[src/rtl/core/kpa_pkg.sv]
//------------------------------------------------------------------------------
// kpa_pkg
// Shared types and constants for the keyframe parameter automation block.
//------------------------------------------------------------------------------
package kpa_pkg;

    localparam int EVENTS_PER_LANE_DEF = 16;
    localparam int TIME_WIDTH_DEF      = 32;
    localparam int LANES               = 3;

    localparam logic [1:0] MODE_TICK = 2'd0;
    localparam logic [1:0] MODE_SET  = 2'd1;
    localparam logic [1:0] MODE_MOVE = 2'd2;
    localparam logic [1:0] MODE_NOP  = 2'd3;

    localparam logic [1:0] ST_OK   = 2'd0;
    localparam logic [1:0] ST_FULL = 2'd1;
    localparam logic [1:0] ST_LANE = 2'd2;

    localparam logic [1:0] LANE_PAN  = 2'd0;
    localparam logic [1:0] LANE_PRES = 2'd1;
    localparam logic [1:0] LANE_REG  = 2'd2;
    localparam logic [1:0] LANE_NONE = 2'd3;

    localparam logic signed [16:0] ONE_Q14 = 17'sd16384;

    // Datapath operations issued by the controller.
    typedef enum logic [2:0] {
        OP_NONE,
        OP_APPEND,
        OP_READ,
        OP_STEP,
        OP_EVAL,
        OP_DIV,
        OP_APPLY
    } op_t;

    typedef struct packed {
        op_t        op;
        logic [1:0] lane;
    } kpa_cmd_t;

    typedef struct packed {
        logic has_event;
        logic can_step;
        logic started;
        logic div_done;
        logic lane_full;
    } kpa_sts_t;

    function automatic logic signed [15:0] clamp_lane(input logic [1:0] lane,
                                                      input logic signed [16:0] v);
        logic signed [16:0] r;
        r = v;
        if (r > ONE_Q14) r = ONE_Q14;
        if (lane == LANE_PAN && r < -ONE_Q14) r = -ONE_Q14;
        if (lane == LANE_REG && r < 17'sd0) r = 17'sd0;
        if (r < -17'sd32768) r = -17'sd32768;
        return r[15:0];
    endfunction

endpackage

[src/rtl/core/kpa_ctrl.sv]
//------------------------------------------------------------------------------
// kpa_ctrl
// Sequencer: accepts a beat, runs the append for a set or move, the three lane
// walks for a tick or neither for a no-op, and holds the result beat until it is taken.
//------------------------------------------------------------------------------
module kpa_ctrl (
    input  logic               aclk,
    input  logic               aresetn,
    input  logic               in_valid,
    output logic               in_ready,
    input  logic [1:0]         in_mode,
    input  logic [1:0]         in_lane,
    output logic               out_valid,
    input  logic               out_ready,
    output logic [1:0]         out_status,
    output kpa_pkg::kpa_cmd_t  cmd,
    input  kpa_pkg::kpa_sts_t  sts
);
    import kpa_pkg::*;

    typedef enum logic [2:0] {
        S_IDLE, S_ADD, S_LANE, S_WAIT, S_WALK, S_EVAL, S_DIV, S_DONE
    } state_t;

    state_t     state_reg;
    logic [1:0] mode_reg, lane_reg, cl_reg, status_reg;
    logic       ovalid_reg;

    assign in_ready   = (state_reg == S_IDLE) && !ovalid_reg;
    assign out_valid  = ovalid_reg;
    assign out_status = status_reg;

    always_comb begin
        cmd.lane = (state_reg == S_ADD) ? lane_reg : cl_reg;
        cmd.op   = OP_NONE;
        unique case (state_reg)
            S_ADD:  cmd.op = (lane_reg != LANE_NONE && !sts.lane_full) ? OP_APPEND : OP_NONE;
            S_LANE: cmd.op = sts.has_event ? OP_READ : OP_NONE;
            S_WALK: cmd.op = sts.can_step ? OP_STEP : OP_NONE;
            S_EVAL: cmd.op = sts.started ? OP_EVAL : OP_NONE;
            S_DIV:  cmd.op = sts.div_done ? OP_APPLY : OP_DIV;
            default: cmd.op = OP_NONE;
        endcase
    end

    always_ff @(posedge aclk) begin
        if (!aresetn) begin
            state_reg  <= S_IDLE;
            ovalid_reg <= 1'b0;
            cl_reg     <= '0;
            status_reg <= ST_OK;
        end else begin
            if (ovalid_reg && out_ready) ovalid_reg <= 1'b0;
            unique case (state_reg)
                S_IDLE: begin
                    if (in_valid && in_ready) begin
                        mode_reg   <= in_mode;
                        lane_reg   <= in_lane;
                        cl_reg     <= '0;
                        status_reg <= ST_OK;
                        if (in_mode == MODE_TICK) state_reg <= S_LANE;
                        else if (in_mode == MODE_SET || in_mode == MODE_MOVE)
                            state_reg <= S_ADD;
                        else state_reg <= S_DONE;
                    end
                end
                S_ADD: begin
                    if (lane_reg == LANE_NONE) status_reg <= ST_LANE;
                    else if (sts.lane_full) status_reg <= ST_FULL;
                    state_reg <= S_DONE;
                end
                S_LANE: begin
                    if (sts.has_event) state_reg <= S_WAIT;
                    else if (cl_reg == LANE_REG) state_reg <= S_DONE;
                    else cl_reg <= cl_reg + 1'b1;
                end
                S_WAIT: state_reg <= S_WALK;
                S_WALK: begin
                    if (sts.can_step) state_reg <= S_WAIT;
                    else state_reg <= S_EVAL;
                end
                S_EVAL: begin
                    if (sts.started) begin
                        state_reg <= S_DIV;
                    end else if (cl_reg == LANE_REG) begin
                        state_reg <= S_DONE;
                    end else begin
                        cl_reg    <= cl_reg + 1'b1;
                        state_reg <= S_LANE;
                    end
                end
                S_DIV: begin
                    if (sts.div_done) begin
                        if (cl_reg == LANE_REG) state_reg <= S_DONE;
                        else begin
                            cl_reg    <= cl_reg + 1'b1;
                            state_reg <= S_LANE;
                        end
                    end
                end
                S_DONE: begin
                    ovalid_reg <= 1'b1;
                    state_reg  <= S_IDLE;
                end
                default: state_reg <= S_IDLE;
            endcase
        end
    end

    property p_hold;
        @(posedge aclk) disable iff (!aresetn)
            (ovalid_reg && !out_ready) |=> ovalid_reg && $stable(status_reg);
    endproperty
    a_hold: assert property (p_hold) else $error("result beat dropped");

    property p_busy;
        @(posedge aclk) disable iff (!aresetn)
            (state_reg != S_IDLE) |-> !in_ready;
    endproperty
    a_busy: assert property (p_busy) else $error("ready while busy");

    property p_mode;
        @(posedge aclk) disable iff (!aresetn)
            (state_reg == S_ADD) |-> (mode_reg == MODE_SET || mode_reg == MODE_MOVE);
    endproperty
    a_mode: assert property (p_mode) else $error("add with tick mode");

endmodule

[config.mk]
export PLATFORM = sky130hd
export DESIGN_NAME = kpa_ctrl
export DESIGN_NICKNAME = d
export VERILOG_FILES = /design/src/rtl/core/kpa_pkg.sv /design/src/rtl/core/kpa_ctrl.sv
export SDC_FILE = /design/constraint.sdc
export NUM_CORES = 1
export LEC_CHECK = 0
export BUFFER_PORTS_ARGS = -buffer_cell sky130_fd_sc_hd__buf_2
export CORE_MARGIN = 1
export CORE_UTILIZATION = 47
export CTS_BUF_LIST = sky130_fd_sc_hd__clkbuf_8
export DETAILED_ROUTE_END_ITERATION = 7
export PLACE_DENSITY = 0.76
export SETUP_SLACK_MARGIN = 0.2
export SLEW_MARGIN = 20
export SYNTH_ARGS = -nofsm -noshare
export SYNTH_HDL_FRONTEND = slang
export SYNTH_SLANG_ARGS = --single-unit
[constraint.sdc]
create_clock -name aclk -period 1.5 [get_ports aclk]
set_input_delay 0.3 -clock aclk [delete_from_list [all_inputs] [get_ports aclk]]
set_output_delay 0.3 -clock aclk [all_outputs]
set_load 0.05 [all_outputs]
* Word-level counts from Yosys, hierarchy flattened *
Cells that the tools add are included.

word-level totals
  register bits after elaboration = 10
  input port bits = 13
  logic and storage cells = 68

operators by class
  $add $sub $neg = 1
  equality and inequality tests = 18
  multiplexer cells = 28
  reductions and logical operators = 16

operator list
  operator               count
  $mux W3                10
  $pmux W3 S8            1
  $mux W2                11
  $pmux W3 S5            1
  $eq A3 B3 Y1 const B   4
  $reduce_and A3 Y1      3
  $ne A2 B2 Y1 const B   4
  $pmux W2 S4            1
  $eq A2 B2 Y1 const B   3
  $eq A3 B2 Y1 const B   2
  $reduce_and A5 Y1      1
  $logic_and A1 B1 Y1    4
  $pmux W2 S2            1
  $reduce_bool A2 Y1     2
  $reduce_bool A4 Y1     1
  $eq A3 B1 Y1 const B   1
  $logic_not A3 Y1       1
  $mux W1                3
  $ne A3 B2 Y1 const B   1
  $ne A3 B3 Y1 const B   1
  $add A2 B1 Y2 const B  1
  $eq A2 B1 Y1 const B   1
  $logic_not A1 Y1       2
  $logic_not A2 Y1       1
  2 further kinds        2

* Logic depth before layout (Yosys ltp) *
Gate-level depths: netlist of run 1.

  depth after elaboration = 6
  depth in mapped cells = 6
  mapped depth without buffers = 6

* Worst setup path after synthesis of run 1 *
Ideal clock, no wire load.

  kind = flip-flop to output port
  start point = reg state_reg[1]
  end point = out in_ready
  arrival = 2158 ps
  required time = 1200 ps
  path slack = -958 ps
  stages on the path, launching flop included = 4
  cells stage by stage = dfxtp_1 -> clkbuf_1 -> buf_2 -> nor4_1

on the way
  longest elaborated chain between the ends = 2

ends and longest elaborated chain
  element                   line            RTL
  start: declaration        kpa_ctrl.sv:25  state_t state_reg;
  start signal: assignment  kpa_ctrl.sv:48  state_reg <= S_IDLE;
  start signal: assignment  kpa_ctrl.sv:61  if (in_mode == MODE_TICK) state_reg <= S_LANE;
  start signal: assignment  kpa_ctrl.sv:63  state_reg <= S_ADD;
  $logic_not A3 Y1          -
  $logic_and A1 B1 Y1       kpa_ctrl.sv:29  assign in_ready = (state_reg == S_IDLE) && !ovalid_reg;
  end: declaration          kpa_ctrl.sv:10  output logic in_ready,

Every way passes these cells.

==> results of run 1 <==
-- per-stage QoR --
step | setup TNS [ns] | setup WS (ns) | total power [mW]
finish | -1.34 | -0.320 | 2.41
detailed placement | -0.435 | -0.125 | 1.83
global placement | -0.346 | -0.140 | 1.80
global route | -1.84 | -0.365 | 2.54
floorplan | 0 | 0.00933 | 1.57
CTS | -1.35 | -0.314 | 2.35
-- critical path, cell delays in order, from the launching register on --
cell and delay [ns]:
dfxtp_2 0.33, or3b_4 0.42, a211oi_4 0.20, o21bai_4 0.17, buf_8 0.16
-- cell type report --
type,instances,area (sq um),share of cell area [%]
inverter,5,18.8,1.59
sequential,10,228,19.3
timing repair buffer,34,248,21.0
multi-input combinational,70,609,51.7
tap,16,20.0,1.70
clock buffer,4,55.1,4.67
-- logic make-up (layout without fill, tap and decap cells) --
logic type / Yosys count / in the layout
buffers and inverters: 11 / 43
muxes: 5 / 5
adders and majority gates: 3 / 3
and+or+nand+nor: 36 / 36
DFF: 10 / 10
AOI/OAI and AO/OA: 26 / 26
-- layout by cell type (no fill, tap or decap), drive strengths merged, types with 2 or more instances in the layout --
cell type / n
mux2: 3
or3b: 3
a21oi: 5
buf: 34
edfxtp: 2
ha: 3
nor2b: 2
nor4: 2
o21ai: 4
nand3: 2
a21boi: 2
clkbuf: 4
nand3b: 2
mux2i: 2
inv: 5
nand2: 7
and3: 2
nand2b: 6
nor3: 2
a311oi: 2
dfxtp: 8
nor2: 4
a211o: 2
-- layer usage --
metal  part of all wire, %  up-vias
li1                      -      401
met1                    44      395
met5                     0        -
met3                   2.0        7
met2                    51       18
met4                   2.2        0
-- where the power goes --
group | switching [mW] | leakage, nW | internal, mW
clock | 0.107 | 0.0288 | 0.231
sequential | 0.0453 | 0.0856 | 0.350
combinational | 0.959 | 0.394 | 0.720
total | 1.11 | 0.508 | 1.30
-- worst min path at each step --
stage	from	to	slack (ns)	depth (start not counted)
6_report	in_lane[1]	lane_reg[1]	0.24	1
5_1_grt	in_lane[1]	lane_reg[1]	0.23	1
4_1_cts	in_lane[1]	lane_reg[1]	0.24	1
3_5_place_dp	in_lane[1]	lane_reg[1]	0.48	1
3_3_place_gp	out_status[1]	out_status[1]	0.47	2
2_1_floorplan	in_lane[0]	lane_reg[0]	0.40	0
-- repair_timing --
item	CTS	global route
pin swaps	0	3
setup endpoints to repair	11	15
hold buffers	0	0
resized for setup	17	8
buffers inserted	0	1
==> flow_summary_export.csv, run 1 <==
group,metric,value,unit
synth,syn-num-nets,107,
finish,largest_reg_flops,3,
synth,synth_area_leaders,"dfxtp_1, edfxtp_1, ha_1",
sta,hold_viol,0,
detailed_routing,firstDrtPassIters,4,
die,dieArea,0.00177,sq mm
sta,whs,0.240,ns
clock_tree,clock_path_buffers,2,
synth,synthFlopType,"dfxtp_1",
synth,async_flop_share,0,%
worst_setup_path,start_kind,"register",
die,io_pins,22,
worst_setup_path,crit_end,"cmd[2]",
synth,synth_top_family_by_area,"simple AND/OR/NAND/NOR gates",
worst_setup_path,ff2ff_setup_slack,-0.07,ns
global_routing,grt_util_met2,44.4,%
die,dieHeight,42.1,um
worst_setup_path,r2r_cells,5,
global_routing,grt_max_degree,22,
detailed_routing,drc,0,
finish,layout.filler_cells,99,
synth,synthAdderAreaFrac,4.96,%
sta,slew_violations,0,
sta,fmax,0.549,GHz
synth,synth_common_cells,"dfxtp_1, nand2_1, nand2b_1, a21oi_1, inv_1",
run_status,violations,"setup timing",
clock_tree,htreeDepth,1,
finish,utilization,78.2,%
die,start_util,50.2,%
sta,fin_crit_sh,121,%
synth,synth_edf_count,2,
synth,synth.cell_area,757,sq um
synth,synth_simple_gate_area_share,27.6,%
detailed_routing,via_per_inst,5.91,
clock_tree,clock_sinks,10,
clock_tree,clockRootBuffer,"clkbuf_8",
finish,diodes,0,
finish,drive_gt1_share,51.2,%
sta,tightest_slew,0.362,ns
clock_tree,cts.reportedPaths.clkPinSlew,0.05,ns
run_status,status,"complete, but fails checks",
synth,synth_top_area_share,21.2,%
global_routing,grt.met1_usage,29.3,%
finish,fin_cells,139,
detailed_routing,wirelength,2130,um
run,maxCapViolations,0,
finish,synthToLayoutAreaGrowth,55.7,%
sta,relSlewSlack,75.8,%
synth,ys_seq_area_share,29.1,%
pwr,powerDensity,2050,mW/mm^2
finish,finish.instance_area,0.00118,sq mm
synth,ys_seq_elements,10,
die,die_w,42.1,um
worst_setup_path,setup.worst_path.start,"state_reg[0]",
global_routing,antenna_found_initial,0,
die,fp-row-count,14,
sta,setup_violations,8,
synth,synth_compound_area_share,25.3,%
place,place_area,0.00104,sq mm
synth,synth.distinct_cells,39,
synth,yosys-mux-area-fraction,7.11,%
clock_tree,clk_latency,0.24,ns
worst_setup_path,cp_max_fo,4,
synth,syn_area_per_cell,8.32,sq um
worst_setup_path,r2r-end,"cl_reg[0]",
sta,rsz0062_at_grt,"true",
worst_setup_path,cp.required,1.20,ns
place,dp_hpwl,1460,um
global_routing,grt_busiest_layer,"met2",
place,place_inst,134,
die,core_area,0.00151,sq mm
global_routing,gr-total-overflow,0,
global_routing,grt_use_met3,4.31,%
clock_tree,numCtsBuffers,3,
synth,yosysTopAreaCell,"dfxtp_1",
detailed_routing,drtIter0Drc,11,
place,place_congestion,0.828,
synth,syn_inst,91,
global_routing,track_usage,25.6,%
synth,yosys_warnings,0,
detailed_routing,drt.antenna.violating_nets,0,
finish,fin_nets,140,
sta,layout_setup_ws,-0.320,ns
min_path,hold_class,"input port to register",
global_routing,grt_pass1_wl,3460,um
global_routing,grt_pass1_vias,789,
synth,synth_xor_area_share,0,%
synth,synth_most_common_cell,"dfxtp_1",
place,portBuffers,21,
detailed_routing,vias,821,
sta,fin_crit,1.82,ns
pwr,power.leakage,0.508,nW
worst_setup_path,worstSetupPathType,"register to output pin",
sta,final.setup_skew,0.00244,ns
worst_setup_path,crit_path_end_kind,"output pin",
worst_setup_path,reg2reg_from,"state_reg[1]",
detailed_routing,wire_per_inst,15.3,um
pwr,ir_worst_vdd,0.00160,V
clock_tree,tritoncts,"yes",
worst_setup_path,crit_arrival,1.52,ns
(Power assumes the default switching activity.)
==> run 2: changes to the inputs <==
--- a/config.mk
+++ b/config.mk
@@ -5,12 +5,13 @@
 export SDC_FILE = /design/constraint.sdc
 export NUM_CORES = 1
 export LEC_CHECK = 0
+export ABC_AREA = 1
 export BUFFER_PORTS_ARGS = -buffer_cell sky130_fd_sc_hd__buf_2
 export CORE_MARGIN = 1
-export CORE_UTILIZATION = 47
+export CORE_UTILIZATION = 48
 export CTS_BUF_LIST = sky130_fd_sc_hd__clkbuf_8
 export DETAILED_ROUTE_END_ITERATION = 7
-export PLACE_DENSITY = 0.76
+export PLACE_DENSITY = 0.77
 export SETUP_SLACK_MARGIN = 0.2
 export SLEW_MARGIN = 20
 export SYNTH_ARGS = -nofsm -noshare
==> run 2 against run 1 <==
  * The flow still finishes with violations (setup timing)
  * Clock-buffer cell count stayed put
  * Cell count increased by 22%
  * Clock power is essentially flat
  * Critical path type unchanged
==> flow_summary_export.csv, run 2 <==
group,metric,value,unit
worst_setup_path,cp.required,1.20,ns
global_routing,grt_max_degree,7,
sta,fin_crit,1.54,ns
die,core_area,0.00151,sq mm
finish,drive_gt1_share,56.5,%
pwr,powerDensity,2310,mW/mm^2
finish,synthToLayoutAreaGrowth,64.5,%
synth,synth_common_cells,"nand2_1, nor2_1, inv_1, nand3_1, dfxtp_1",
die,fp-row-count,14,
die,die_w,42.3,um
die,dieHeight,42.3,um
pwr,power.switching,1.44,mW
synth,syn_area_per_cell,6.90,sq um
clock_tree,htreeDepth,1,
synth,async_flop_share,0,%
pwr,power.leakage,0.638,nW
pwr,pwr-share-seq,17.4,%
worst_setup_path,crit_arrival,1.24,ns
worst_setup_path,crit_slowest_cell,"edfxtp_1",
die,dieArea,0.00179,sq mm
place,portBuffers,21,
clock_tree,cts.reportedPaths.clkPinSlew,0.05,ns
min_path,hold_start,"in_lane[0]",
sta,hold_viol,0,
detailed_routing,wirelength,2510,um
finish,largest_reg_flops,3,
synth,synth_edf_count,2,
finish,layout.filler_cells,80,
sta,layout_setup_ws,-0.0404,ns
finish,final_common_cell,"nand2_1",
run_status,status,"complete, but fails checks",
detailed_routing,drtIter0Drc,17,
worst_setup_path,max_stage_delay,0.40,ns
synth,synth_area_leaders,"dfxtp_1, nand2_1, edfxtp_1",
pwr,p_int,1.52,mW
worst_setup_path,ff2ff_setup_slack,0.14,ns
clock_tree,numCtsBuffers,3,
synth,synth.distinct_cells,25,
sta,rsz0062_at_grt,"true",
finish,fin_nets,171,
global_routing,grt_pass1_vias,826,
worst_setup_path,start_kind,"register",
worst_setup_path,reg2reg_from,"state_reg[0]",
place,dp_hpwl,1490,um
synth,synth_top_area_share,20.5,%
global_routing,antenna_found_initial,0,
global_routing,track_usage,24.2,%
pwr,switching_share,48.6,%
detailed_routing,wire_per_inst,14.8,um
sta,slew_violations,0,
synth,synth.cell_area,779,sq um
sta,setup_violations,1,
worst_setup_path,crit_path_end_kind,"output pin",
synth,synth_most_common_cell,"nand2_1",
global_routing,grt_pass1_wl,3410,um
finish,diodes,0,
synth,syn-num-nets,129,
worst_setup_path,crit_chain,"nand2_1 > inv_1 > nor2_2 > nand2_2 > nand3b_1 > buf_6",
worst_setup_path,cp_max_fo,3,
worst_setup_path,worstSetupPathType,"register to output pin",
run_status,violations,"setup timing",
clock_tree,clock_sinks,10,
die,start_util,51.7,%
sta,tightest_slew,0.249,ns
finish,utilization,85.1,%
run,maxCapViolations,0,
finish,fin_cells,170,
detailed_routing,drt.antenna.violating_nets,0,
detailed_routing,via_per_inst,5.62,
pwr,p_clk_share,11.3,%
sta,whs,0.261,ns
place,place_inst,157,
synth,yosys_warnings,0,
pwr,ir_worst_vdd,0.00140,V
pwr,p_total,2.96,mW
clock_tree,clock_path_buffers,2,
place,place_congestion,0.818,
pwr,p_comb_share,71.2,%
detailed_routing,drc,0,
sta,final.setup_skew,0.00549,ns
die,io_pins,22,
synth,synthFlopType,"dfxtp_1",
clock_tree,clockRootBuffer,"clkbuf_8",
clock_tree,tritoncts,"yes",
min_path,holdPathEnd,"lane_reg[0]",
sta,fin_setup_tns,-0.0404,ns
min_path,hold_class,"input port to register",
sta,fmax,0.649,GHz
min_path,min_delay_path_depth,1,
clock_tree,hold_buffers,0,
worst_setup_path,r2r-end,"state_reg[2]",
synth,ys_seq_area_share,28.3,%
clock_tree,clk_latency,0.24,ns
synth,syn_inst,113,
sta,relSlewSlack,83.3,%
global_routing,gr-total-overflow,0,
detailed_routing,firstDrtPassIters,4,
worst_setup_path,r2r_cells,9,
finish,final_cell_mix,"nand2_1, buf_2, buf_4",
synth,ys_seq_elements,10,
detailed_routing,vias,955,
sta,fin_crit_sh,103,%
synth,yosysTopAreaCell,"dfxtp_1",
==> run 2: cell count changes in the layout (fill, tap and decap cells not counted), moves of 3 or more <==
| cell | change |
|---|---|
| nand2b_1 | -5 |
| nand2_2 | +8 |
| nor2_4 | +6 |
| nand3_2 | +7 |
| nand2_4 | +4 |
| nand3_1 | +4 |
| nor2_2 | +4 |
| nand2_1 | +13 |
| mux2_4 | -3 |
| nor2_1 | +4 |
| inv_1 | +8 |
==> run 2: kinds of logic (layout without fill, tap and decap cells) <==
group / Yosys count / after routing / share of synthesized area (%)
simple gates: 70 / 70 / 46.4
buf+inv: 17 / 58 / 10.1
compound gates: 13 / 13 / 10.4
flops: 10 / 10 / 28.3
fa+ha+maj: 3 / 3 / 4.82
==> run 2: routing by layer <==
layer	wire length [um]	part of all wire (%)	global-route usage [%]
met1	992	40	29.4
met2	1320	53	43.1
met3	114	4.5	6.03
met4	84	3.3	4.38
met5	0	0	0
==> run 2: worst max path at each step <==
stage | startpoint | to | slack (ns) | cells after the start
final | lane_reg[0] | cmd[2] | -0.04 | 6
after global routing | lane_reg[0] | cmd[2] | -0.10 | 6
after CTS | lane_reg[0] | cmd[2] | -0.03 | 6
after detailed placement | state_reg[1] | cmd[2] | -0.05 | 4
after global placement | state_reg[1] | cmd[2] | 0.003 | 4
after floorplan | state_reg[1] | cmd[2] | 0.06 | 6
==> run 2: repair_timing <==
| action | in CTS | in global routing |
|---|---|---|
| resized for setup | 25 | 25 |
| buffers inserted | 4 | 5 |
| pin swaps | 1 | 7 |
| endpoints found under the setup margin | 15 | 14 |
==> run 2: layout make-up <==
cell class | instances | area [sq um] | share of cell area [%]
well taps | 16 | 20.0 | 1.56
inverters | 15 | 61.3 | 4.78
clock buffers | 4 | 55.1 | 4.29
repair buffers | 39 | 298 | 23.2
flip-flops and latches | 10 | 233 | 18.1
multi-input cells | 86 | 616 | 48.0
==> run 2: metrics by stage <==
stage               instance area, sq um  setup slack [ns]
detailed placement                   988           -0.0546
floorplan                            818            0.0611
CTS                                 1130           -0.0331
finish                              1280           -0.0404
global route                        1280            -0.101
global placement                     988           0.00336
==> run 2: power groups by stage <==
stage / combinational [mW] / clock (mW) / sequential [mW]
after detailed placement: 1.45 / 0 / 0.488
after global placement: 1.42 / 0 / 0.482
after floorplan: 1.17 / 0 / 0.429
after CTS: 1.65 / 0.334 / 0.497
after global routing: 2.25 / 0.349 / 0.524
final: 2.11 / 0.336 / 0.516
==> run 2: worst max-delay path, delay by kind of cell, from the launching register on <==
family,cells,cell delay (ns)
flip-flops,1,0.40
AND/OR/NAND/NOR,4,0.37
buffers and inverters,2,0.23
==> run 3: changes to the inputs <==
--- a/config.mk
+++ b/config.mk
@@ -7,7 +7,8 @@
 export LEC_CHECK = 0
 export ABC_AREA = 1
 export BUFFER_PORTS_ARGS = -buffer_cell sky130_fd_sc_hd__buf_2
-export CORE_MARGIN = 1
+export CAP_MARGIN = 30
+export CORE_MARGIN = 4
 export CORE_UTILIZATION = 48
 export CTS_BUF_LIST = sky130_fd_sc_hd__clkbuf_8
 export DETAILED_ROUTE_END_ITERATION = 7
==> run 3 against run 2 <==
  * The run still ends with setup timing left
  * Maximum frequency decreased by 1.8%
  * Core utilization is 0.32 points lower
  * Global-route usage down 1.7 points
  * Routed wire length grew 8.3%
  * Die area is 30% higher
  * Sequential power increased by 3%
  * Hold slack got worse by 0.017 ns
==> flow_summary_export.csv, run 3 (synthesis gave the netlist of run 2 again) <==
group,metric,value,unit
die,dieHeight,48.3,um
pwr,powerDensity,2250,mW/mm^2
global_routing,grt_pass1_vias,957,
detailed_routing,drtIter0Drc,25,
place,portBuffers,21,
worst_setup_path,start_kind,"register",
finish,diodes,0,
global_routing,gr-total-overflow,0,
worst_setup_path,crit_arrival,1.27,ns
sta,relSlewSlack,81.7,%
detailed_routing,drt.antenna.violating_nets,0,
die,io_pins,22,
finish,drive_gt1_share,59.1,%
sta,setup_violations,2,
run_status,violations,"setup timing",
worst_setup_path,crit_path_end_kind,"output pin",
global_routing,grt_pass1_wl,4130,um
min_path,hold_class,"input port to register",
sta,tightest_slew,0.274,ns
run,maxCapViolations,0,
detailed_routing,wirelength,2720,um
worst_setup_path,cp_max_fo,3,
sta,final.setup_skew,0.000673,ns
global_routing,track_usage,22.5,%
sta,hold_viol,0,
detailed_routing,vias,966,
place,place_area,988,sq um
die,die_w,48.3,um
global_routing,antenna_found_initial,0,
clock_tree,hold_buffers,0,
finish,synthToLayoutAreaGrowth,65.8,%
finish,final_common_cell,"nand2_1",
detailed_routing,wire_per_inst,16.0,um
pwr,power.leakage,0.633,nW
clock_tree,htreeDepth,1,
clock_tree,clk_latency,0.24,ns
sta,rsz0062_at_grt,"true",
detailed_routing,via_per_inst,5.68,
worst_setup_path,cp.required,1.20,ns
pwr,ir_worst_vdd,0.00135,V
place,dp_hpwl,1610,um
min_path,min_delay_path_depth,1,
finish,largest_reg_flops,3,
clock_tree,clock_sinks,10,
clock_tree,numCtsBuffers,3,
worst_setup_path,worstSetupPathType,"register to output pin",
sta,layout_setup_ws,-0.0693,ns
die,dieArea,0.00233,sq mm
sta,slew_violations,0,
finish,finish.instance_area,0.00129,sq mm
detailed_routing,drc,0,
sta,fin_crit,1.57,ns
clock_tree,cts.reportedPaths.clkPinSlew,0.05,ns
sta,fmax,0.637,GHz
die,core_area,0.00152,sq mm
finish,final_cell_mix,"nand2_1, buf_2, buf_4",
finish,fin_nets,171,
worst_setup_path,r2r_cells,7,
die,start_util,51.1,%
sta,fin_setup_tns,-0.0792,ns
die,fp-row-count,14,
sta,fin_crit_sh,105,%
run_status,status,"complete, but fails checks",
detailed_routing,firstDrtPassIters,4,
clock_tree,clockRootBuffer,"clkbuf_8",
global_routing,grt_max_degree,9,
clock_tree,clock_path_buffers,2,
clock_tree,tritoncts,"yes",
place,place_congestion,0.823,
==> run 3: layer usage <==
layer  track usage [%]  vias up  part of all wire, %
met2              39.1       45                   50
li1                  -      454                    -
met5                 0        -                    0
met4              12.9        0                  5.0
met3              6.44       17                  5.2
met1              23.5      450                   39
==> run 3: timing repair <==
item | 4_1_cts | 5_1_grt
buffers inserted | 7 | 2
resized for setup | 40 | 18
endpoints found under the setup margin | 15 | 15
pin swaps | 9 | 4
==> run 3: worst paths after layout <==
path	start	slack (ns)	endpoint
worst min-delay path	in_lane[1]	0.24	lane_reg[1]
worst max register to register	state_reg[0]	0.16	cl_reg[1]
worst max-delay path	lane_reg[1]	-0.07	cmd[2]
worst min register to register	out_status[1]	0.50	out_status[1]
==> run 3: worst max-delay path, cell delays in order, from the launching register on <==
cell and delay (ns):
edfxtp_1 0.41, nand2_1 0.09, inv_1 0.08, nor2_2 0.11, nand2_2 0.07, nand3b_1 0.10
buf_6 0.16
==> run 3: power breakdown <==
| group | internal [mW] | total, mW | switching, mW |
|---|---|---|---|
| clock | 0.180 | 0.291 | 0.111 |
| sequential | 0.373 | 0.532 | 0.159 |
| combinational | 0.863 | 2.08 | 1.22 |
| total | 1.42 | 2.91 | 1.49 |
==> run 3: cell type report <==
type	instances	area, sq um
Multi-Input combinational cell	86	627
Clock inverter	1	3.75
Inverter	15	66.3
Clock buffer	3	41.3
Tap cell	16	20.0
Sequential cell	10	234
Timing Repair Buffer	39	300
Fill cell	81	231
==> run 3: stage by stage <==
stage	utilization [%]	power, mW	hold slack (ns)	cells	setup WS (ns)
2_1_floorplan	-	1.60	0.399	113	0.0611
3_3_place_gp	64.9	1.91	0.454	157	0.0107
3_5_place_dp	64.9	1.96	0.452	157	-0.0289
4_1_cts	79.2	2.67	0.233	168	-0.0153
5_1_grt	84.8	3.06	0.239	170	-0.127
6_report	84.8	2.91	0.244	170	-0.0693
